### src/rtl/mrukv_pkg.sv
// Shared types and constants for the MRU key-value cache.
// Used by mrukv_ctrl, mrukv_dp and the top level; depends on nothing.
package mrukv_pkg;

    localparam int MRUKV_ENTRIES   = 16;
    localparam int MRUKV_KEY_W     = 32;
    localparam int MRUKV_VAL_W     = 32;
    localparam int MRUKV_CAP_W     = 5;
    localparam logic [MRUKV_CAP_W-1:0] MRUKV_CAP_RESET = 5'd16;

    localparam logic MRUKV_OP_GET = 1'b0;
    localparam logic MRUKV_OP_PUT = 1'b1;

    typedef enum logic [1:0] {
        ST_IDLE,
        ST_SCAN,
        ST_FETCH,
        ST_RESOLVE
    } mrukv_state_t;

    typedef struct packed {
        logic load;
        logic scan;
        logic resolve;
    } mrukv_cmd_t;

    typedef struct packed {
        logic scan_done;
        logic out_free;
    } mrukv_status_t;

endpackage

### src/rtl/mrukv_ram.sv
// Generic single-write, single-read RAM with a registered read port.
// Standalone; used for the key and value stores.
module mrukv_ram #(
    parameter int WIDTH = 32,
    parameter int DEPTH = 16,
    localparam int AW = (DEPTH > 1) ? $clog2(DEPTH) : 1
) (
    input  logic             aclk,
    input  logic             we,
    input  logic [AW-1:0]    waddr,
    input  logic [WIDTH-1:0] wdata,
    input  logic [AW-1:0]    raddr,
    output logic [WIDTH-1:0] rdata
);

    logic [WIDTH-1:0] mem [DEPTH];
    logic [WIDTH-1:0] rdata_reg;

    always_ff @(posedge aclk) begin
        if (we) begin
            mem[waddr] <= wdata;
        end
        rdata_reg <= mem[raddr];
    end

    assign rdata = rdata_reg;

endmodule

### src/rtl/mrukv_ctrl.sv
// Request sequencer of the MRU key-value cache.
// Depends on mrukv_pkg; drives the datapath through mrukv_cmd_t.
module mrukv_ctrl
    import mrukv_pkg::*;
(
    input  logic          aclk,
    input  logic          aresetn,
    input  logic          s_tvalid,
    output logic          s_tready,
    input  mrukv_status_t status,
    output mrukv_cmd_t    cmd
);

    mrukv_state_t state_reg;
    mrukv_state_t state_next;

    always_ff @(posedge aclk) begin
        if (!aresetn) begin
            state_reg <= ST_IDLE;
        end else begin
            state_reg <= state_next;
        end
    end

    always_comb begin
        state_next  = state_reg;
        s_tready    = 1'b0;
        cmd         = '0;
        unique case (state_reg)
            ST_IDLE: begin
                s_tready = 1'b1;
                if (s_tvalid) begin
                    cmd.load   = 1'b1;
                    state_next = ST_SCAN;
                end
            end
            ST_SCAN: begin
                cmd.scan = 1'b1;
                if (status.scan_done) begin
                    state_next = ST_FETCH;
                end
            end
            ST_FETCH: begin
                state_next = ST_RESOLVE;
            end
            ST_RESOLVE: begin
                if (status.out_free) begin
                    cmd.resolve = 1'b1;
                    state_next  = ST_IDLE;
                end
            end
            default: begin
                state_next = ST_IDLE;
            end
        endcase
    end

endmodule

### src/rtl/mrukv_dp.sv
// Datapath of the MRU key-value cache: request registers, key scan,
// key and value stores, fill and MRU tracking, and the result register.
// Depends on mrukv_pkg and mrukv_ram.
module mrukv_dp
    import mrukv_pkg::*;
#(
    parameter int ENTRIES = MRUKV_ENTRIES
) (
    input  logic                   aclk,
    input  logic                   aresetn,
    input  mrukv_cmd_t             cmd,
    output mrukv_status_t          status,
    input  logic                   cfg_wr_en,
    input  logic [MRUKV_CAP_W-1:0] cfg_wr_data,
    input  logic                   req_op,
    input  logic [MRUKV_KEY_W-1:0] req_key,
    input  logic [MRUKV_VAL_W-1:0] req_value,
    output logic                   m_tvalid,
    input  logic                   m_tready,
    output logic [63:0]            m_tdata,
    output logic [1:0]             m_tuser
);

    localparam int IW = (ENTRIES > 1) ? $clog2(ENTRIES) : 1;
    localparam int CW = $clog2(ENTRIES + 1);
    localparam int EW = (CW > MRUKV_CAP_W) ? CW : MRUKV_CAP_W;

    logic                          op_reg;
    logic signed [MRUKV_KEY_W-1:0] key_reg;
    logic signed [MRUKV_VAL_W-1:0] value_reg;
    logic [CW-1:0]                 scan_idx_reg;
    logic [IW-1:0]                 cmp_idx_reg;
    logic                          cmp_valid_reg;
    logic                          found_reg;
    logic [IW-1:0]                 slot_reg;
    logic [CW-1:0]                 fill_reg;
    logic [IW-1:0]                 mru_reg;
    logic [MRUKV_CAP_W-1:0]        cap_reg;

    logic                          out_valid_reg;
    logic                          out_hit_reg;
    logic                          out_evicted_reg;
    logic signed [MRUKV_VAL_W-1:0] out_read_value_reg;
    logic signed [MRUKV_KEY_W-1:0] out_evicted_key_reg;

    logic [MRUKV_KEY_W-1:0] key_rdata;
    logic [MRUKV_VAL_W-1:0] val_rdata;
    logic [IW-1:0]          key_raddr;
    logic                   issue;
    logic                   match_now;

    logic [EW-1:0]                 cap_eff;
    logic                          full;
    logic                          key_we;
    logic                          val_we;
    logic [IW-1:0]                 wr_slot;
    logic                          hit_next;
    logic                          evicted_next;
    logic signed [MRUKV_VAL_W-1:0] read_value_next;
    logic signed [MRUKV_KEY_W-1:0] evicted_key_next;
    logic [CW-1:0]                 fill_next;
    logic [IW-1:0]                 mru_next;

    assign match_now = cmp_valid_reg && (key_rdata == key_reg);
    assign issue     = cmd.scan && (scan_idx_reg < fill_reg) && !match_now;
    assign key_raddr = cmd.scan ? scan_idx_reg[IW-1:0] : mru_reg;

    assign status.scan_done = match_now || (scan_idx_reg >= fill_reg);
    assign status.out_free  = !out_valid_reg || m_tready;

    always_comb begin
        if (cap_reg == '0) begin
            cap_eff = EW'(1);
        end else if (EW'(cap_reg) > EW'(ENTRIES)) begin
            cap_eff = EW'(ENTRIES);
        end else begin
            cap_eff = EW'(cap_reg);
        end
    end

    assign full = EW'(fill_reg) >= cap_eff;

    always_comb begin
        key_we           = 1'b0;
        val_we           = 1'b0;
        wr_slot          = slot_reg;
        hit_next         = found_reg;
        evicted_next     = 1'b0;
        read_value_next  = '0;
        evicted_key_next = '0;
        fill_next        = fill_reg;
        mru_next         = mru_reg;
        if (op_reg == MRUKV_OP_GET) begin
            if (found_reg) begin
                read_value_next = val_rdata;
                mru_next        = slot_reg;
            end else begin
                read_value_next = '1;
            end
        end else if (found_reg) begin
            val_we   = 1'b1;
            mru_next = slot_reg;
        end else begin
            key_we = 1'b1;
            val_we = 1'b1;
            if (full) begin
                wr_slot          = mru_reg;
                evicted_next     = 1'b1;
                evicted_key_next = key_rdata;
            end else begin
                wr_slot   = fill_reg[IW-1:0];
                fill_next = fill_reg + CW'(1);
            end
            mru_next = wr_slot;
        end
    end

    mrukv_ram #(
        .WIDTH(MRUKV_KEY_W),
        .DEPTH(ENTRIES)
    ) u_key_ram (
        .aclk (aclk),
        .we   (cmd.resolve && key_we),
        .waddr(wr_slot),
        .wdata(key_reg),
        .raddr(key_raddr),
        .rdata(key_rdata)
    );

    mrukv_ram #(
        .WIDTH(MRUKV_VAL_W),
        .DEPTH(ENTRIES)
    ) u_val_ram (
        .aclk (aclk),
        .we   (cmd.resolve && val_we),
        .waddr(wr_slot),
        .wdata(value_reg),
        .raddr(slot_reg),
        .rdata(val_rdata)
    );

    always_ff @(posedge aclk) begin
        if (cmd.load) begin
            op_reg        <= req_op;
            key_reg       <= req_key;
            value_reg     <= req_value;
            scan_idx_reg  <= '0;
            cmp_valid_reg <= 1'b0;
            found_reg     <= 1'b0;
            slot_reg      <= '0;
        end else if (cmd.scan) begin
            cmp_valid_reg <= issue;
            cmp_idx_reg   <= scan_idx_reg[IW-1:0];
            if (issue) begin
                scan_idx_reg <= scan_idx_reg + CW'(1);
            end
            if (match_now) begin
                found_reg <= 1'b1;
                slot_reg  <= cmp_idx_reg;
            end
        end
        if (cmd.resolve) begin
            out_hit_reg         <= hit_next;
            out_evicted_reg     <= evicted_next;
            out_read_value_reg  <= read_value_next;
            out_evicted_key_reg <= evicted_key_next;
        end
    end

    always_ff @(posedge aclk) begin
        if (!aresetn) begin
            fill_reg      <= '0;
            mru_reg       <= '0;
            cap_reg       <= MRUKV_CAP_RESET;
            out_valid_reg <= 1'b0;
        end else begin
            if (cfg_wr_en) begin
                cap_reg <= cfg_wr_data;
            end
            if (cmd.resolve) begin
                fill_reg      <= fill_next;
                mru_reg       <= mru_next;
                out_valid_reg <= 1'b1;
            end else if (m_tready) begin
                out_valid_reg <= 1'b0;
            end
        end
    end

    assign m_tvalid = out_valid_reg;
    assign m_tdata  = {out_evicted_key_reg, out_read_value_reg};
    assign m_tuser  = {out_evicted_reg, out_hit_reg};

    a_fill_bounded: assert property (@(posedge aclk) disable iff (!aresetn)
        EW'(fill_reg) <= EW'(ENTRIES))
        else $error("fill count exceeds the number of slots");

    a_fill_step: assert property (@(posedge aclk) disable iff (!aresetn)
        $past(aresetn) |-> (fill_reg == $past(fill_reg))
                        || (fill_reg == $past(fill_reg) + CW'(1)))
        else $error("fill count changed by more than one");

    a_get_no_evict: assert property (@(posedge aclk) disable iff (!aresetn)
        (cmd.resolve && op_reg == MRUKV_OP_GET) |=> !out_evicted_reg)
        else $error("get request reported an eviction");

    a_evict_only_on_miss: assert property (@(posedge aclk) disable iff (!aresetn)
        out_valid_reg |-> !(out_evicted_reg && out_hit_reg))
        else $error("eviction reported on a hit");

endmodule

### src/rtl/mru_replacement_kv_cache_unit.sv
// Top level of the MRU key-value cache: sequencer plus datapath.
// Depends on mrukv_pkg, mrukv_ctrl, mrukv_dp and mrukv_ram.
//
// A store of up to min(capacity, ENTRIES) key-value pairs (a capacity of 0 counts
// as 1) with most-recently-used replacement. Each request is a get or a put; each
// gives exactly one response. A request is handled one at a time: it is accepted,
// the occupied slots of the key store are scanned through its single read port
// with a registered compare, the value is fetched, and the request is resolved;
// a hit ends the scan early. The resolve step waits while the previous response
// still sits unread in the output register.
// A finished response waits in the output register while the next request is
// accepted. The capacity register may be written only while no request is open.
module mru_replacement_kv_cache_unit
    import mrukv_pkg::*;
#(
    parameter int ENTRIES = MRUKV_ENTRIES
) (
    input  logic                   aclk,
    input  logic                   aresetn,
    input  logic                   cfg_wr_en,
    input  logic [MRUKV_CAP_W-1:0] cfg_wr_data,
    input  logic                   s_tvalid,
    output logic                   s_tready,
    input  logic [63:0]            s_tdata,   // key [31:0], value [63:32]
    input  logic [0:0]             s_tuser,   // op [0]
    output logic                   m_tvalid,
    input  logic                   m_tready,
    output logic [63:0]            m_tdata,   // read_value [31:0], evicted_key [63:32]
    output logic [1:0]             m_tuser    // hit [0], evicted [1]
);

    mrukv_cmd_t    cmd;
    mrukv_status_t status;

    mrukv_ctrl u_ctrl (
        .aclk    (aclk),
        .aresetn (aresetn),
        .s_tvalid(s_tvalid),
        .s_tready(s_tready),
        .status  (status),
        .cmd     (cmd)
    );

    mrukv_dp #(
        .ENTRIES(ENTRIES)
    ) u_dp (
        .aclk       (aclk),
        .aresetn    (aresetn),
        .cmd        (cmd),
        .status     (status),
        .cfg_wr_en  (cfg_wr_en),
        .cfg_wr_data(cfg_wr_data),
        .req_op     (s_tuser[0]),
        .req_key    (s_tdata[31:0]),
        .req_value  (s_tdata[63:32]),
        .m_tvalid   (m_tvalid),
        .m_tready   (m_tready),
        .m_tdata    (m_tdata),
        .m_tuser    (m_tuser)
    );

endmodule
### config.mk
export PLATFORM = sky130hd
export DESIGN_NAME = mru_replacement_kv_cache_unit
export DESIGN_NICKNAME = d
export VERILOG_FILES = /design/src/rtl/mrukv_pkg.sv /design/src/rtl/mrukv_ram.sv /design/src/rtl/mrukv_ctrl.sv /design/src/rtl/mrukv_dp.sv /design/src/rtl/mru_replacement_kv_cache_unit.sv
export SDC_FILE = /design/constraint.sdc
export NUM_CORES = 1
export LEC_CHECK = 0
export BUFFER_PORTS_ARGS = -buffer_cell sky130_fd_sc_hd__buf_4
export CAP_MARGIN = 30
export CORE_UTILIZATION = 40
export CTS_BUF_LIST = sky130_fd_sc_hd__clkbuf_4 sky130_fd_sc_hd__clkbuf_8
export DETAILED_ROUTE_END_ITERATION = 10
export PLACE_DENSITY = 0.68
export SYNTH_ARGS = -nofsm -noshare
export SYNTH_HDL_FRONTEND = slang
export SYNTH_SLANG_ARGS = --single-unit
### constraint.sdc
create_clock -name aclk -period 6 [get_ports aclk]
set_input_delay 0.6 -clock aclk [delete_from_list [all_inputs] [get_ports aclk]]
set_output_delay 0.6 -clock aclk [all_outputs]
set_load 0.02 [all_outputs]
; Yosys cells after proc, flatten, opt, wreduce, memory -nomap -nowiden
; Memories as Yosys holds them, arrays and structs flattened. A register that Yosys moved wholly into a read port is not among the register bits.
; Cells that the tools add are included.
[totals]
mem_bits_ro = 0
ff_bits = 163
word_cells = 86
input_bits = 75
mem_bits_rw = 1024
latchBits = 0
memories = 2
out_inout_bits = 68
[memory_table]
columns = name, depth, word_bits, read_ports, rd_clocked_by_memory_dff, wr, line_no
row1 = u_dp.u_key_ram.mem, 16, 32, 1, 1, 1, mrukv_ram.sv:16  ; logic [WIDTH-1:0] mem [DEPTH];
row2 = u_dp.u_val_ram.mem, 16, 32, 1, 1, 1, mrukv_ram.sv:16
[op_classes]
magnitude_cmp = 4
eq_ne = 7
n_bitwise = 4
n_reduce_logical = 21
n_mul = 0
n_div = 0
shifts = 0
add_sub_neg = 2
n_mux = 29
[ops]
columns = operator, count
row1 = 32-bit equality test, 1
row2 = 32-bit two-way mux, 1
row3 = 4-bit two-way mux, 6
row4 = 1-bit two-way mux, 16
row5 = 5-bit by 1-bit adder with 5-bit output (second input constant), 2
row6 = 5-bit greater-or-equal comparator, 2
row7 = 5-bit two-way mux, 2
row8 = 2-bit one-hot mux with 4 select lines, 1
row9 = 2-bit AND reduction, 4
row10 = 2-bit two-way mux, 3
row11 = 2-bit != test (second input constant), 3
row12 = 5-bit greater-than comparator (second input constant), 1
row13 = 1-bit logical AND, 5
row14 = 5-bit logical NOT, 1
row15 = 5-bit less-than comparator, 1
row16 = 2-bit equality test (second input constant), 2
row17 = 1-bit NOT, 4
row18 = 4-bit AND reduction, 1
row19 = 2-bit nonzero test, 2
row20 = 3-bit AND reduction, 1
row21 = 3-bit OR reduction, 1
row22 = 2-bit by 1-bit equality test with 1-bit output (second input constant), 1
row23 = 1-bit logical NOT, 2
row24 = 2-bit logical NOT, 1
row25 = other kinds (2), 3

; Logic depth before layout (Yosys ltp)
; Gate-level depths: netlist of the first run.
[depth]
depth_word = 7
depth_mapped = 12

; Modules after synthesis
; From an unflattened synthesis of the first run, not the netlist that was laid out.
[unflattened]
hier_cells = 2173
hier_area_um2 = 46383.2
[modules_own_cells]
columns = module, seq_area_each_um2, area_per_inst_um2, instances, cells_each
row1 = mrukv_ram at u_dp.u_val_ram, 16015.4, 19854.0, 1, 838
row2 = mrukv_ram at u_dp.u_key_ram, 16015.4, 19835.3, 1, 838
row3 = mrukv_dp, 4574.4, 6523.8, 1, 477
row4 = mrukv_ctrl, 40.0, 170.2, 1, 20

; Worst setup path before layout of the first run
; OpenSTA, ideal clock, no wires.
[synth_path]
path_type = input-to-reg
from = in m_tready
to = mem u_dp.u_key_ram.mem[14][0], enable pin
t_required_ns = 5.532
t_arrival_ns = 5.575
cell_stages = 5
setup_slack_ns = -0.043
cell_sequence = nand2b_1 > and2_1 > nand2_1 > a211o_1 > nor3b_1
[synth_rtl]
columns = element, line_no
row1 = start: declaration, mru_replacement_kv_cache_unit.sv:27  ; input logic m_tready,
row2 = end: declaration, mrukv_ram.sv:16

; Final worst setup path of the first run
[layout_path]
from = reg u_dp.op_reg
to = mem u_dp.u_key_ram.mem[12][0], enable pin
[layout_between]
elab_chain_cells = 4
[layout_rtl]
columns = element, line_no
row1 = start: declaration, mrukv_dp.sv:28  ; logic op_reg;
row2 = start signal: assignment, mrukv_dp.sv:144  ; op_reg <= req_op;
row3 = 1-bit two-way mux, mrukv_dp.sv:93  ; if (op_reg == MRUKV_OP_GET) begin
row4 = 1-bit logical AND, mrukv_dp.sv:123  ; .we (cmd.resolve && key_we),
row5 = 1-bit two-way mux, mrukv_ram.sv:20  ; if (we) begin
row6 = 1-bit two-way mux (not written as such), mrukv_ram.sv:21  ; mem[waddr] <= wdata;
; Several ways; a longest one is shown, not always the timed one.

==> metrics, run 1 <==
outcome=finished, final reports clean; cell leakage power=approximately 18 nW; Core Box Area=0.116 mm2; global-route wire length before repair=152 mm; top_reg_cell synth=edfxtp_1; number of nets still failing antenna checks after routing=0; I/O pin count=143; CP most frequent cell=buf_4; worst-margin pin slew=1.09 ns; Critical Path End=u_dp.u_key_ram.mem[12][0]; R2R Setup Slk=~2.1 ns; aggregate global routing overflow=0; number of fill cells=roughly 9400; routed wire length=103 mm; period utilization=0.645; placed wire-length estimate=~56 mm; Die Span Y=around 340 um; routed vias=22800; CP max-delay cell=edfxtp_1; vias in the first global route=23800; die area=approximately 0.12 mm2; Achievable Freq=258 MHz; synthesized instance count=2180; unrepaired setup endpoints after global routing=no; Largest stage delay, worst path=0.83 ns; top flop regs=u_dp.u_key_ram.mem: 512 flops, u_dp.u_val_ram.mem: 512 flops; Worst R2R End=u_dp.u_key_ram.mem[12][0]; Synth cell types=62; pwr dens=347 mW/mm2; Worst-Skew Late Latency=0.84 ns; Synth Register Bits=1251; setup ws final=approximately 2.1 ns; Clock Tree Buf Depth=3; drt pass-1 iters=5; critical path type=reg -> reg; CTS Buf Count=193; Cell Area, Synth=0.0469 mm2; maximum fanout along the worst path=47; chip width=344 um; Synth Area in XOR/XNOR=0.00561; Finished Cell Area=0.0549 mm2; post-CTS setup buffers=0; CTS resizes=0; drt wl/cell=24.3 um; gr usage total=0.174; Critical Path Start=u_dp.op_reg; ys async rst share=0; Rows=125; worst reg2reg path depth=6; # setup viols final=0; pre-CTS setup slack=2.13 ns; Starting Density=0.403; final hold violations=0; pins over their slew limit=0; CP Data Arrival Time=4.31 ns; Clock Tree Root=clkbuf_8; proportion of synthesized area in mux cells=0.144; Slew HR=0.273; CP cell instances=nor2b_4, buf_4, nand2_1, a211o_1, nor3b_4, buf_4; EDFF count, synth=~1200; First DRT Iteration DRCs=around 2300; register area share after synthesis=0.782; Synth Net Count=~2300; Worst Setup End Kind=register; CTS tree=built; post-synthesis simple-gate area fraction=0.0266; largest family of logic cells by synthesized area=multiplexers; H-tree depth=4; Crit path required time=6.44 ns; buffers added on ports=142; Worst Skew=around 0.04 ns; min Tclk post-route=~3.9 ns; RD Place Congestion=~0.80; Reg clk slew, reported paths=0.06 ns; worst flop-to-flop path startpoint=u_dp.op_reg; DRC=0; max-cap viol count=0; Ys Warns=0; placed cell areas=0.0501 mm2; initial antenna violation count=2; Synth Area in Adders=0.00427; CP startpoint kind=register; clock sinks=roughly 1300; syn avg cell area=21.5 um2; pin count of the biggest net entering global routing=115; hold crit path type=in -> reg; Worst VDD drop=about 230 uV; P&R area growth vs syn=17.1%; vias per inst=5.38; share of cells above drive strength 1=0.326; complex-gate fraction of the synthesized area=0.0218; setup_tns=0 ns; Final #Nets=2627; worst hold slack=roughly 0.12 ns
[layer usage]
metal  share of wire  track usage  vias up
met3           0.063       0.0330      167
met4           0.021       0.0568        2
met2            0.50        0.289      901
li1                -            -     9714
met5         0.00017            0        -
met1            0.41        0.231    12000
[cell families after synthesis]
logic type,count (synthesis)
XOR/XNOR,30
AND/OR/NAND/NOR,255
multiplexers,311
AO/OA/AOI/OAI,150
buffers and inverters,167
flip-flops,1251
adder cells (fa/ha/maj),16
[timing repair]
action,4_1_cts,5_1_grt
setup endpoints to repair,0,0
hold endpoints to repair,70,0
hold buffers,71,0
[per-stage QoR]
stage | util | cells | power, mW
4_1_cts | 0.472 | 4228 | 19.2
6_report | 0.472 | 4230 | 19.1
3_5_place_dp | 0.431 | 3793 | 11.9
2_1_floorplan | - | 2180 | 11.2
5_1_grt | 0.472 | 4230 | 19.7
3_3_place_gp | 0.430 | 3787 | 11.8
[final cells by class]
class / count / area, um2 / area share
sequential: 1251 / 36700 / 0.668
multi-input combinational: 762 / 9700 / 0.177
clock buffer: 293 / 3560 / 0.0648
timing repair buffer: 272 / 2310 / 0.0421
tap: 1524 / 1910 / 0.0347
clock inverter: 71 / 551 / 0.0100
inverter: 56 / 213 / 0.00387
antenna: 1 / 2.50 / 0.0000456
[cell usage after synthesis, types with 28 or more instances]
cell / count / area [um2]
clkbuf_1: 56 / 210
a31oi_1: 35 / 219
inv_1: 56 / 210
nand2_1: 104 / 390
mux4_2: 288 / 6490
buf_2: 28 / 140
nor3_1: 33 / 165
dfxtp_1: 92 / 1840
and3_1: 29 / 181
edfxtp_1: 1159 / 34800
a211oi_1: 35 / 263
a21oi_1: 44 / 220
and2_1: 34 / 213
[worst min path at each step]
stage	to	depth (start not counted)	startpoint	slack, ns
after detailed placement	u_dp.cap_reg[0]	2	u_dp.cap_reg[0]	0.49
after global routing	u_dp.cap_reg[3]	3	cfg_wr_en	0.11
after CTS	u_dp.cap_reg[0]	3	cfg_wr_en	0.04
final	u_dp.cap_reg[0]	3	cfg_wr_en	0.12
after global placement	u_dp.cap_reg[0]	2	u_dp.cap_reg[0]	0.49
after floorplan	u_dp.out_hit_reg	0	u_dp.found_reg	0.40
[critical path, delay by kind of cell, from the launching register on]
kind,cells,cell delay (ns)
compound gates,1,0.55
buf+inv,2,1.05
flops,1,0.83
simple gates,3,1.03
[where the power goes]
part	total [mW]	switching (mW)	internal (mW)
clock network	7.33	3.24	4.10
logic	0.924	0.596	0.328
registers	10.8	0.533	10.3
[layout by cell type, fill, tap and decap left out, types with 11 or more instances in the layout]
cell,count
clkinv_2,19
buf_4,193
edfxtp_1,1159
a211oi_1,35
nor2_1,21
mux2i_1,15
and2_1,33
dlygate4sd3_1,71
mux4_2,288
clkinv_1,29
xnor2_1,27
nor3_2,26
inv_1,55
ha_1,16
clkinvlp_4,11
a31oi_1,35
a21oi_1,44
nand2_1,104
clkbuf_8,217
dfxtp_1,87
clkbuf_4,76
and3_1,29
Note: power is estimated with default switching activity, not from simulation.
==> run 2, diff against run 1 <==
==> constraint.sdc (replaced) <==
create_clock -name aclk -period 3.1 [get_ports aclk]
set_input_delay 0.31 -clock aclk [delete_from_list [all_inputs] [get_ports aclk]]
set_output_delay 0.31 -clock aclk [all_outputs]
set_load 0.02 [all_outputs]
==> metrics, run 2 (synthesis gave the netlist of run 1 again) <==
Starting Density=0.403; sequential share of power=0.552; internal power=28.6 mW; Reg clk slew, reported paths=roughly 0.06 ns; initial antenna violation count=7; met2 GRT Util=0.282; R2R Setup Slk=-0.21 ns; P&R area growth vs syn=24.7%; pins over their slew limit=0; Die Span Y=roughly 340 um; vias in the first global route=about 24000; gr usage total=0.178; Achievable Freq=302 MHz; drt pass-1 iters=5; RD Place Congestion=between 0.8 and 0.9; routed wire length=118 mm; min Tclk post-route=3.31 ns; Slew HR=0.499; DRC=0; drt wl/cell=26.8 um; buffers added on ports=142; commonest non-fill, non-tap cell in the layout=edfxtp_1; pwr dens=roughly 640 mW/mm2; placed cell areas=about 0.051 mm2; Worst VDD drop=366 uV; Worst Skew=between 0.06 and 0.07 ns; setup ws final=-0.207 ns; die area=0.119 mm2; Rows=between 100 and 150; max-cap viol count=0; Core Box Area=0.116 mm2; aggregate global routing overflow=0; critical path type=reg -> reg; outcome=finished with violations; CTS tree=built; period utilization=1.07; First DRT Iteration DRCs=2907; unrepaired setup endpoints after global routing=yes; Crit path required time=~3.7 ns; pre-CTS setup slack=-0.0304 ns; leading cell types in the layout, fill and taps excluded=edfxtp_1, mux4_2, buf_4; placed wire-length estimate=61.7 mm; chip width=344 um; Clock Tree Buf Depth=3; Final #Nets=between 2000 and 3000; number of nets still failing antenna checks after routing=0; Psw=just under 9 mW; top flop regs=u_dp.u_key_ram.mem: 512 flops, u_dp.u_val_ram.mem: 512 flops; CP startpoint kind=register; # setup viols final=about 700; Finished Cell Area=0.0585 mm2; global-route wire length before repair=roughly 150 mm; grt met1 use=0.251; final hold violations=0; maximum fanout along the worst path=9; H-tree depth=4; I/O pin count=143; routed vias=24300; CTS Buf Count=between 150 and 200; CP Data Arrival Time=3.87 ns; failing checks=negative setup slack; combinational power share=0.065; Clock Tree Root=clkbuf_8; Core Util, Final=0.503; cell leakage power=19.6 nW; share of cells above drive strength 1=0.372; Most Crowded Layer GR=met2; pin count of the biggest net entering global routing=65; vias per inst=5.52; number of fill cells=8890; met3 usage=0.0355; Clock power frac=0.383; total power=37.5 mW; Net Sw Frac=0.237; Worst Setup End Kind=register; Worst-Skew Late Latency=0.89 ns; hold crit path type=in -> reg; worst-margin pin slew=0.751 ns; clock sinks=1251; worst hold slack=0.162 ns
[run 2: layout make-up]
type,count,area (um2),share of cell area
Sequential cell,1251,36700,0.627
Clock buffer,290,3520,0.0601
Multi-Input combinational cell,762,10100,0.172
Inverter,56,213,0.00364
Antenna cell,4,10.0,0.000171
Tap cell,1524,1910,0.0326
Clock inverter,63,593,0.0101
Timing Repair Buffer,456,5500,0.0941
[run 2: power groups by stage]
stage                     combinational [mW]  clock [mW]  sequential (mW)
after floorplan                        0.902           0             20.9
after global placement                  2.20           0             20.9
after detailed placement                2.27           0             21.0
after CTS                               2.39        14.6             20.7
after global routing                    2.60        15.3             20.8
final                                   2.44        14.4             20.7
[run 2: metal layers]
| metal | vias to the layer above | wire length [um] |
|---|---|---|
| met5 | - | 35 |
| met4 | 6 | 2390 |
| met3 | 162 | 9980 |
| met2 | 1236 | 56900 |
| met1 | 12800 | 48700 |
| li1 | 10100 | - |
[run 2: critical path: stages, from the launching register on]
cell and delay, ns:
dfxtp_2 0.33, buf_4 0.13, nand2_1 0.09, ha_4 0.21
a211oi_2 0.31, o21ai_4 0.15, a2111o_1 0.46, o21a_1 0.15
a2111o_2 0.54, buf_4 0.17, nor2_4 0.14, buf_12 0.14
clkbuf_16 0.16
[run 2: final timing paths]
path / start / to / cells after the start
max reg2reg: u_dp.cap_reg[2] / u_dp.u_val_ram.mem[14][18] / 12
min reg2reg: u_dp.cmp_idx_reg[3] / u_dp.slot_reg[3] / 2
min: s_tdata[41] / u_dp.value_reg[9] / 2
max: u_dp.cap_reg[2] / u_dp.u_val_ram.mem[14][18] / 12
[run 2: per-stage QoR]
stage	std cells	setup TNS, ns
after floorplan	2180	-156.86
after global placement	3862	0
after detailed placement	3862	-2.18
after CTS	4303	-1.06
after global routing	4405	-141.96
final	4406	-53.21
[run 2: repair_timing]
action	CTS	global route
setup buffers	4	45
endpoints found under the setup margin	561	1010
pin swaps	3	28
hold buffers	83	0
endpoints found under the hold margin	88	0
gates cloned	1	53
resized for setup	8	62
